**src/haversine_distance_core_assert.svh**
```systemverilog
// Assertion helpers for the distance core.
`ifndef HAVERSINE_DISTANCE_CORE_ASSERT_SVH
`define HAVERSINE_DISTANCE_CORE_ASSERT_SVH

// Checked only out of reset.
`define HVD_ASSERT(label, prop, msg) \
  label: assert property (@(posedge clk) disable iff (!rst_n) prop) else $error(msg);

// Checked in every cycle, reset included.
`define HVD_ASSERT_ALWAYS(label, prop, msg) \
  label: assert property (@(posedge clk) prop) else $error(msg);

`endif

```
**src/hvd_pkg.sv**
```systemverilog
package hvd_pkg;

  localparam int CORDIC_STAGES = 24;
  localparam int FRAC_BITS     = 30;

  localparam int LAT_W  = 31;
  localparam int LON_W  = 32;
  localparam int DIST_W = 25;

  localparam int XW     = FRAC_BITS + 3;
  localparam int HW     = 34;
  localparam int RMAG_W = 31;
  localparam int RT_W   = FRAC_BITS + 2;
  localparam int REM_W  = FRAC_BITS + 5;
  localparam int VW     = 2 * FRAC_BITS + 2;

  localparam logic [63:0] PI_Q61 = 64'h6487ED5110B4611A;

  localparam logic signed [HW-1:0] HALF_PI_UNITS = 34'sd1800000000;
  localparam logic signed [HW-1:0] PI_UNITS      = 34'sd3600000000;
  localparam logic signed [HW-1:0] TWO_PI_UNITS  = 34'sd7200000000;

  localparam logic [127:0] RAD_FULL = ({64'd0, PI_Q61} << 16) / 128'd3600000000;
  localparam int K_W  = 47;
  localparam int KL_W = 24;
  localparam int KH_W = K_W - KL_W;
  localparam logic [K_W-1:0]  RAD_Q77 = RAD_FULL[K_W-1:0];
  localparam logic [KH_W-1:0] K_HI    = RAD_Q77[K_W-1:KL_W];
  localparam logic [KL_W-1:0] K_LO    = RAD_Q77[KL_W-1:0];
  localparam int Z_SHIFT = 77 - FRAC_BITS;
  localparam int PP_W    = RMAG_W + K_W + 1;

  localparam int R_W  = 39;
  localparam int RL_W = 20;
  localparam int RH_W = R_W - RL_W;
  localparam logic [R_W-1:0]  EARTH_RADIUS_Q16 = 39'd417647660948;
  localparam logic [RH_W-1:0] R_HI = EARTH_RADIUS_Q16[R_W-1:RL_W];
  localparam logic [RL_W-1:0] R_LO = EARTH_RADIUS_Q16[RL_W-1:0];
  localparam int D_SHIFT = FRAC_BITS + 16;
  localparam int DS_W    = XW + R_W + 1;

  localparam logic [DIST_W-1:0] DIST_MAX  = {DIST_W{1'b1}};
  localparam logic [DIST_W-1:0] DIST_HIGH = 25'd20021000;

  localparam int SC_LAT   = CORDIC_STAGES + 4;
  localparam int TERM_LAT = 4;
  localparam int SQ_LAT   = FRAC_BITS + 2;
  localparam int VEC_LAT  = CORDIC_STAGES + 2;
  localparam int TOT_LAT  = 1 + SC_LAT + TERM_LAT + SQ_LAT + VEC_LAT;

  function automatic logic [63:0] round_to_f(input logic [63:0] v, input int from_bits);
    int s;
    s = from_bits - FRAC_BITS;
    return (v + (64'd1 << (s - 1))) >> s;
  endfunction

  function automatic logic [63:0] atan_f(input int i);
    logic [63:0] acc;
    logic [63:0] term;
    int e;
    acc = '0;
    if (i == 0) begin
      return round_to_f((PI_Q61 + 64'd2) >> 2, 61);
    end
    for (int k = 0; k < 62; k++) begin
      e = 61 - (2 * k + 1) * i;
      if (e >= 0) begin
        term = (64'd1 << e) / 64'(2 * k + 1);
        if (k % 2 == 1) begin
          acc = acc - term;
        end else begin
          acc = acc + term;
        end
      end
    end
    return round_to_f(acc, 61);
  endfunction

  function automatic logic [63:0] inv_gain_f();
    logic [127:0] p;
    logic [127:0] f;
    logic [127:0] prod;
    int e;
    p = 128'd1 << 61;
    for (int i = 1; i < CORDIC_STAGES; i++) begin
      f = '0;
      for (int k = 0; k < 63; k++) begin
        e = 62 - 2 * i * k;
        if (e >= 0) begin
          if (k % 2 == 1) begin
            f = f - (128'd1 << e);
          end else begin
            f = f + (128'd1 << e);
          end
        end
      end
      prod = p * f;
      p = (prod + (128'd1 << 61)) >> 62;
      if (p > (128'd1 << 62)) begin
        p = 128'd1 << 62;
      end
    end
    return round_to_f(p[63:0], 62);
  endfunction

  localparam logic signed [XW-1:0] INV_GAIN_SQ = XW'(inv_gain_f());
  localparam logic signed [XW-1:0] ONE_X       = XW'(64'd1 << FRAC_BITS);

  function automatic logic signed [XW-1:0] mul_rnd(input logic signed [XW-1:0] a,
                                                   input logic signed [XW-1:0] b);
    logic neg;
    logic [XW-1:0] ua;
    logic [XW-1:0] ub;
    logic [2*XW-1:0] p;
    logic [XW-1:0] r;
    neg = a[XW-1] ^ b[XW-1];
    ua = a[XW-1] ? XW'(-a) : XW'(a);
    ub = b[XW-1] ? XW'(-b) : XW'(b);
    p = {{XW{1'b0}}, ua} * {{XW{1'b0}}, ub};
    p = (p + ((2*XW)'(1) << (FRAC_BITS - 1))) >> FRAC_BITS;
    r = p[XW-1:0];
    return neg ? $signed(XW'(-r)) : $signed(r);
  endfunction

endpackage

```
**src/hvd_sqrt.sv**
```systemverilog
module hvd_sqrt (
  input  logic                         clk,
  input  logic                         en,
  input  logic [hvd_pkg::FRAC_BITS:0]  rad_i,
  output logic [hvd_pkg::RT_W-1:0]     root_o
);
  import hvd_pkg::*;

  logic [VW-1:0]    v_r    [0:FRAC_BITS-1];
  logic [REM_W-1:0] rem_r  [0:FRAC_BITS];
  logic [RT_W-1:0]  root_r [0:FRAC_BITS];
  logic [RT_W-1:0]  out_r;

  for (genvar j = 0; j <= FRAC_BITS; j++) begin : g_it
    localparam int P = FRAC_BITS - j;
    logic [VW-1:0]    vi;
    logic [REM_W-1:0] remi, rems, trial;
    logic [RT_W-1:0]  rooti;
    if (j == 0) begin : g_first
      assign vi    = VW'({rad_i, {FRAC_BITS{1'b0}}});
      assign remi  = '0;
      assign rooti = '0;
    end else begin : g_next
      assign vi    = v_r[j-1];
      assign remi  = rem_r[j-1];
      assign rooti = root_r[j-1];
    end
    assign rems  = {remi[REM_W-3:0], vi[2*P+1:2*P]};
    assign trial = REM_W'({rooti, 2'b01});
    always_ff @(posedge clk) begin
      if (en) begin
        if (rems >= trial) begin
          rem_r[j]  <= rems - trial;
          root_r[j] <= {rooti[RT_W-2:0], 1'b1};
        end else begin
          rem_r[j]  <= rems;
          root_r[j] <= {rooti[RT_W-2:0], 1'b0};
        end
      end
    end
    if (j < FRAC_BITS) begin : g_keep
      always_ff @(posedge clk) begin
        if (en) begin
          v_r[j] <= vi;
        end
      end
    end
  end

  always_ff @(posedge clk) begin
    if (en) begin
      out_r <= (rem_r[FRAC_BITS] > REM_W'(root_r[FRAC_BITS])) ?
               root_r[FRAC_BITS] + RT_W'(1) : root_r[FRAC_BITS];
    end
  end

  assign root_o = out_r;

endmodule

```
**config.mk**
```make
export PLATFORM = sky130hd
export DESIGN_NAME = hvd_sqrt
export DESIGN_NICKNAME = d
export VERILOG_FILES = /design/src/haversine_distance_core_assert.svh /design/src/hvd_pkg.sv /design/src/hvd_sqrt.sv
export SDC_FILE = /design/constraint.sdc
export NUM_CORES = 2
export LEC_CHECK = 0
export ABC_AREA = 1
export BUFFER_PORTS_ARGS = -buffer_cell sky130_fd_sc_hd__buf_2
export CORE_MARGIN = 3
export CORE_UTILIZATION = 35
export DETAILED_ROUTE_END_ITERATION = 10
export PLACE_DENSITY = 0.51
export SKIP_CTS_REPAIR_TIMING = 1
export SYNTH_ARGS = -nofsm -noshare
export SYNTH_HDL_FRONTEND = slang
export SYNTH_SLANG_ARGS = --single-unit
export TNS_END_PERCENT = 5
```
**constraint.sdc**
```tcl
create_clock -name clk -period 5 [get_ports clk]
set_clock_uncertainty 0.2 [all_clocks]
set_input_delay 1 -clock clk [delete_from_list [all_inputs] [get_ports clk]]
set_output_delay 1 -clock clk [all_outputs]
set_load 0.05 [all_outputs]
```
---- Word-level counts from Yosys, hierarchy flattened ----
Memories as Yosys holds them, arrays and structs flattened.
Cells that the tools add are included.
storage, ports and cells
  register bits ........................... 32
  bits in writable memories ............... 3937
  bits of input ports ..................... 33
  logic and storage cells ................. 381
  memories ................................ 3
memory list
  memory  depth  bits a word  rd ports  clocked after Yosys merged registers in  wr ports  line            source
  v_r     30     62           30        0                                        30        hvd_sqrt.sv:9   logic [VW-1:0] v_r [0:FRAC_BITS-1];
  rem_r   31     35           31        0                                        31        hvd_sqrt.sv:10  logic [REM_W-1:0] rem_r [0:FRAC_BITS];
  root_r  31     32           31        0                                        31        hvd_sqrt.sv:11  logic [RT_W-1:0] root_r [0:FRAC_BITS];
cells by class
  add/sub/neg operators ................... 32
  magnitude comparators ................... 32
  multiplexer cells ....................... 251
  bitwise logic cells ..................... 62
operators by type and width
  cell                                                      number
  two-way mux 35 bit                                        31
  greater-or-equal comparator 35 x 34 -> 1 bit              30
  subtractor 35 x 34 -> 35 bit                              30
  two-way mux 32 bit                                        32
  two-way mux 1 bit                                         188
  OR 1 bit                                                  62
  greater-than comparator 35 x 32 -> 1 bit                  1
  adder 32 x 1 -> 32 bit, second input constant             1
  subtractor 1 x 1 -> 2 bit, second input constant          1
  greater-or-equal comparator 1 bit, second input constant  1

---- Logic depth before layout (Yosys ltp) ----
An unclocked memory read counts as a cell.
  depth after elaboration ................. 6
  gate-level depth with buffers ........... 17

---- Worst setup path before layout ----
No wires, ideal clock.
  path type ............................... input to register
  start point ............................. input en
  end point ............................... memory rem_r[1][490] (netlist name) (enable)
  setup time .............................. 0.446 ns
  arrival time ............................ 3.197 ns
  data required time ...................... 4.354 ns
  path slack .............................. 1.157 ns
  stages on the path ...................... 3
  cell sequence ........................... buf_4 > clkbuf_1 > clkbuf_1
RTL lines
  what                line            source
  start: declaration  hvd_sqrt.sv:3   input logic en,
  end: declaration    hvd_sqrt.sv:10

==> impl_results.md <==
- Post-Syn Area per Cell: 8.55 um^2
- Port Buffers: 64
- Final Cycle Share: a little over two thirds
- Worst path bufs/invs: 2
- Worst Hold Class: input port to flip-flop
- DR pass1 iterations: 6
- Clk Latency, worst-skew pair: 0.89 ns
- GR peak layer: met2
- GRT overflow: 0
- Fmax: 284 MHz
- Total track usage: 19.0%
- Die height: 555 um
- Critical path's slowest cell: inv_1
- Worst Setup Start Kind: flip-flop
- First-pass GRT wire length: around 460000 um
- Final Slew Violations: 0
- Commonest non-fill, non-tap cells in the layout: 2835 x nand2_1, 1882 x inv_1, 1724 x edfxtp_1, 1423 x nor2_1, 732 x a21oi_1
- Layout Nets: approximately 13000
- Total number of vias: 82400
- Die X: around 560 um
- CP Cell Sequence: inv_1 -> ha_1 -> nand2_1 -> nor2_1 -> nand2_1 -> nor2_1 -> nand3_1 -> nor2_1 -> nor2_1 -> nand2_1 -> nand2_1 -> inv_1 -> nand2_1 -> xor2_1
- RSZ-0062 raised after global routing: false
- Critical Path RT: about 5.4 ns
- Longest Clk Path Bufs: 4
- Final WS setup: 1.48 ns
- Final core occ: approximately 39%
- Drt drc: 0
- Gpl congestion: 0.911
- Grt met3 use: 2.21%
- Setup crit end kind: flip-flop
- DRT antenna net count: 0
- FP Rows: 201
- Period minus WS final: 3.52 ns
- Post-DP HPWL: 243000 um
- Met2 Use GR: 30.6%
- Sequential-to-total area share from yosys stat: 49.0%
- Worst IR Drop VDD: 290 uV
- Top-level I/O count: 65
- Mapped Area: around 0.11 mm^2
- Detailed Route WL: 303000 um
- Worst slew margin: between 20% and 30%
- Post-Place Setup Slack: 1.00 ns
- Largest cells by area after synthesis: edfxtp_1 49%, nand2_1 10%, inv_1 6.7%
- Cell type with the largest total area after synthesis: edfxtp_1
- Area growth syn-to-layout: 10.9%
- Status: finished, final reports clean
- Slew @ Worst Pin: 1.08 ns
- CP top delay family: simple AND/OR/NAND/NOR gates
- Layout cell share with drive strength beyond 1: 4.71%
- Crit-path max cell delay: 0.69 ns
- Clock transition at the registers of the reported paths: 0.06 ns
- Top cell type's share of synthesized area: between 40% and 50%
- YS warnings: 0
- Yosys cell types: 70
- Setup CP Type: flip-flop to flip-flop
- TritonCTS clock tree: done
- CTS Sinks: 1725
- Leak: 48.8 nW
- Syn_nets: 12900
- Post-synthesis instance total: 12400
- Routed vias/inst: slightly below 5
- Drt wl/cell: 18.2 um
- Max Cap Viol: 0
- Largest net degree at the start of global routing: 172
- Arr. time, crit path: 3.90 ns
- Hold Violations, Final: 0
- Root Driver: clkbuf_16
- Post-synth EDFFs: 1724
- Worst-path maximum fanout: 20
- CP dominant cell by count: nand2_1
- Most common cell after layout, fill and taps aside: nand2_1
- Setup TNS: 0 ns
- Initial antenna violation count: 4
- Yosys reg bits: 1725
- H-tree depth: 4
- DR iter-0 viols: 7227
- Top_reg_cell synth: edfxtp_1
- Starting Density: 35.2%
- PwrDens: approximately 440 mW/mm^2
- Core Area: between 0.3 and 0.4 mm^2
- Vias in the first global route: 78200
- Overall power: 51.3 mW
- Num CTS Buffers: 206
- Area of the die: 0.308 mm^2
- Final setup violation count: 0
- Post-synthesis async set-or-reset flop share: 0%
- M1 GR Usage: 27.6%
## cells in the mapped netlist, drive strengths merged, types with 85 or more instances
cell	n
inv	1897
xor2	299
o21ai	745
edfxtp	1724
nor2	1446
nand3b	85
nor3	252
nand4	227
ha	532
buf	102
nor4	98
a21oi	748
nand3	658
nand2	2868
xnor2	312
## per-stage QoR
stage,cell area (um^2),hold slack [ns],cells
after floorplan,106000,0.200,12400
after global placement,111000,0.200,16300
after detailed placement,111000,0.205,16300
after CTS,117000,-0.0201,16700
after global routing,117000,0.0154,16700
final,117000,0.0863,16700
## registers in the layout, summed over array words and instances (netlist names)
register and cells:
rem_r 957, root_o 32, root_r 496, v_r 240
## cell families (layout without fill, tap and decap cells)
family	count (synthesis)	after routing	synth area share (%)
other	0	3	0
adder cells (fa/ha/maj)	547	547	6.59
buffers and inverters	2042	2382	7.48
AO/OA/AOI/OAI	1733	1733	9.01
multiplexers	1	1	0.00948
XOR/XNOR	611	611	5.07
AND/OR/NAND/NOR	5693	5693	22.8
flip-flops	1725	1725	49.0
## routing by layer
layer	up-vias	wire length, um
li1	41700	-
met1	38400	144000
met2	1980	138000
met3	347	15200
met4	0	6300
met5	-	0
## power by group
part	internal [mW]	total [mW]	switching (mW)
Combinational	5.34	15.7	10.4
Sequential	19.0	20.9	1.99
Clock	8.58	14.7	6.12
## final timing paths
path	cells after the start	slack [ns]	end	startpoint
max reg2reg	14	1.48	root_o[11]$_DFFE_PP_	root_r[1][466]$_DFFE_PP_
min reg2reg	0	0.18	v_r[0][297]$_DFFE_PP_	v_r[0][235]$_DFFE_PP_
min	1	0.09	v_r[0][59]$_DFFE_PP_	rad_i[29]
max	14	1.48	root_o[11]$_DFFE_PP_	root_r[1][466]$_DFFE_PP_
## cell type report
type | instances | area [um^2]
sequential | 1725 | 51800
tap | 3958 | 4950
clock inverter | 140 | 1270
timing repair buffer | 110 | 768
antenna | 3 | 7.51
multi-input combinational | 8585 | 45900
clock buffer | 233 | 5320
inverter | 1899 | 7130
fill | 30700 | 183000
Power figures use the tool's default switching activity.
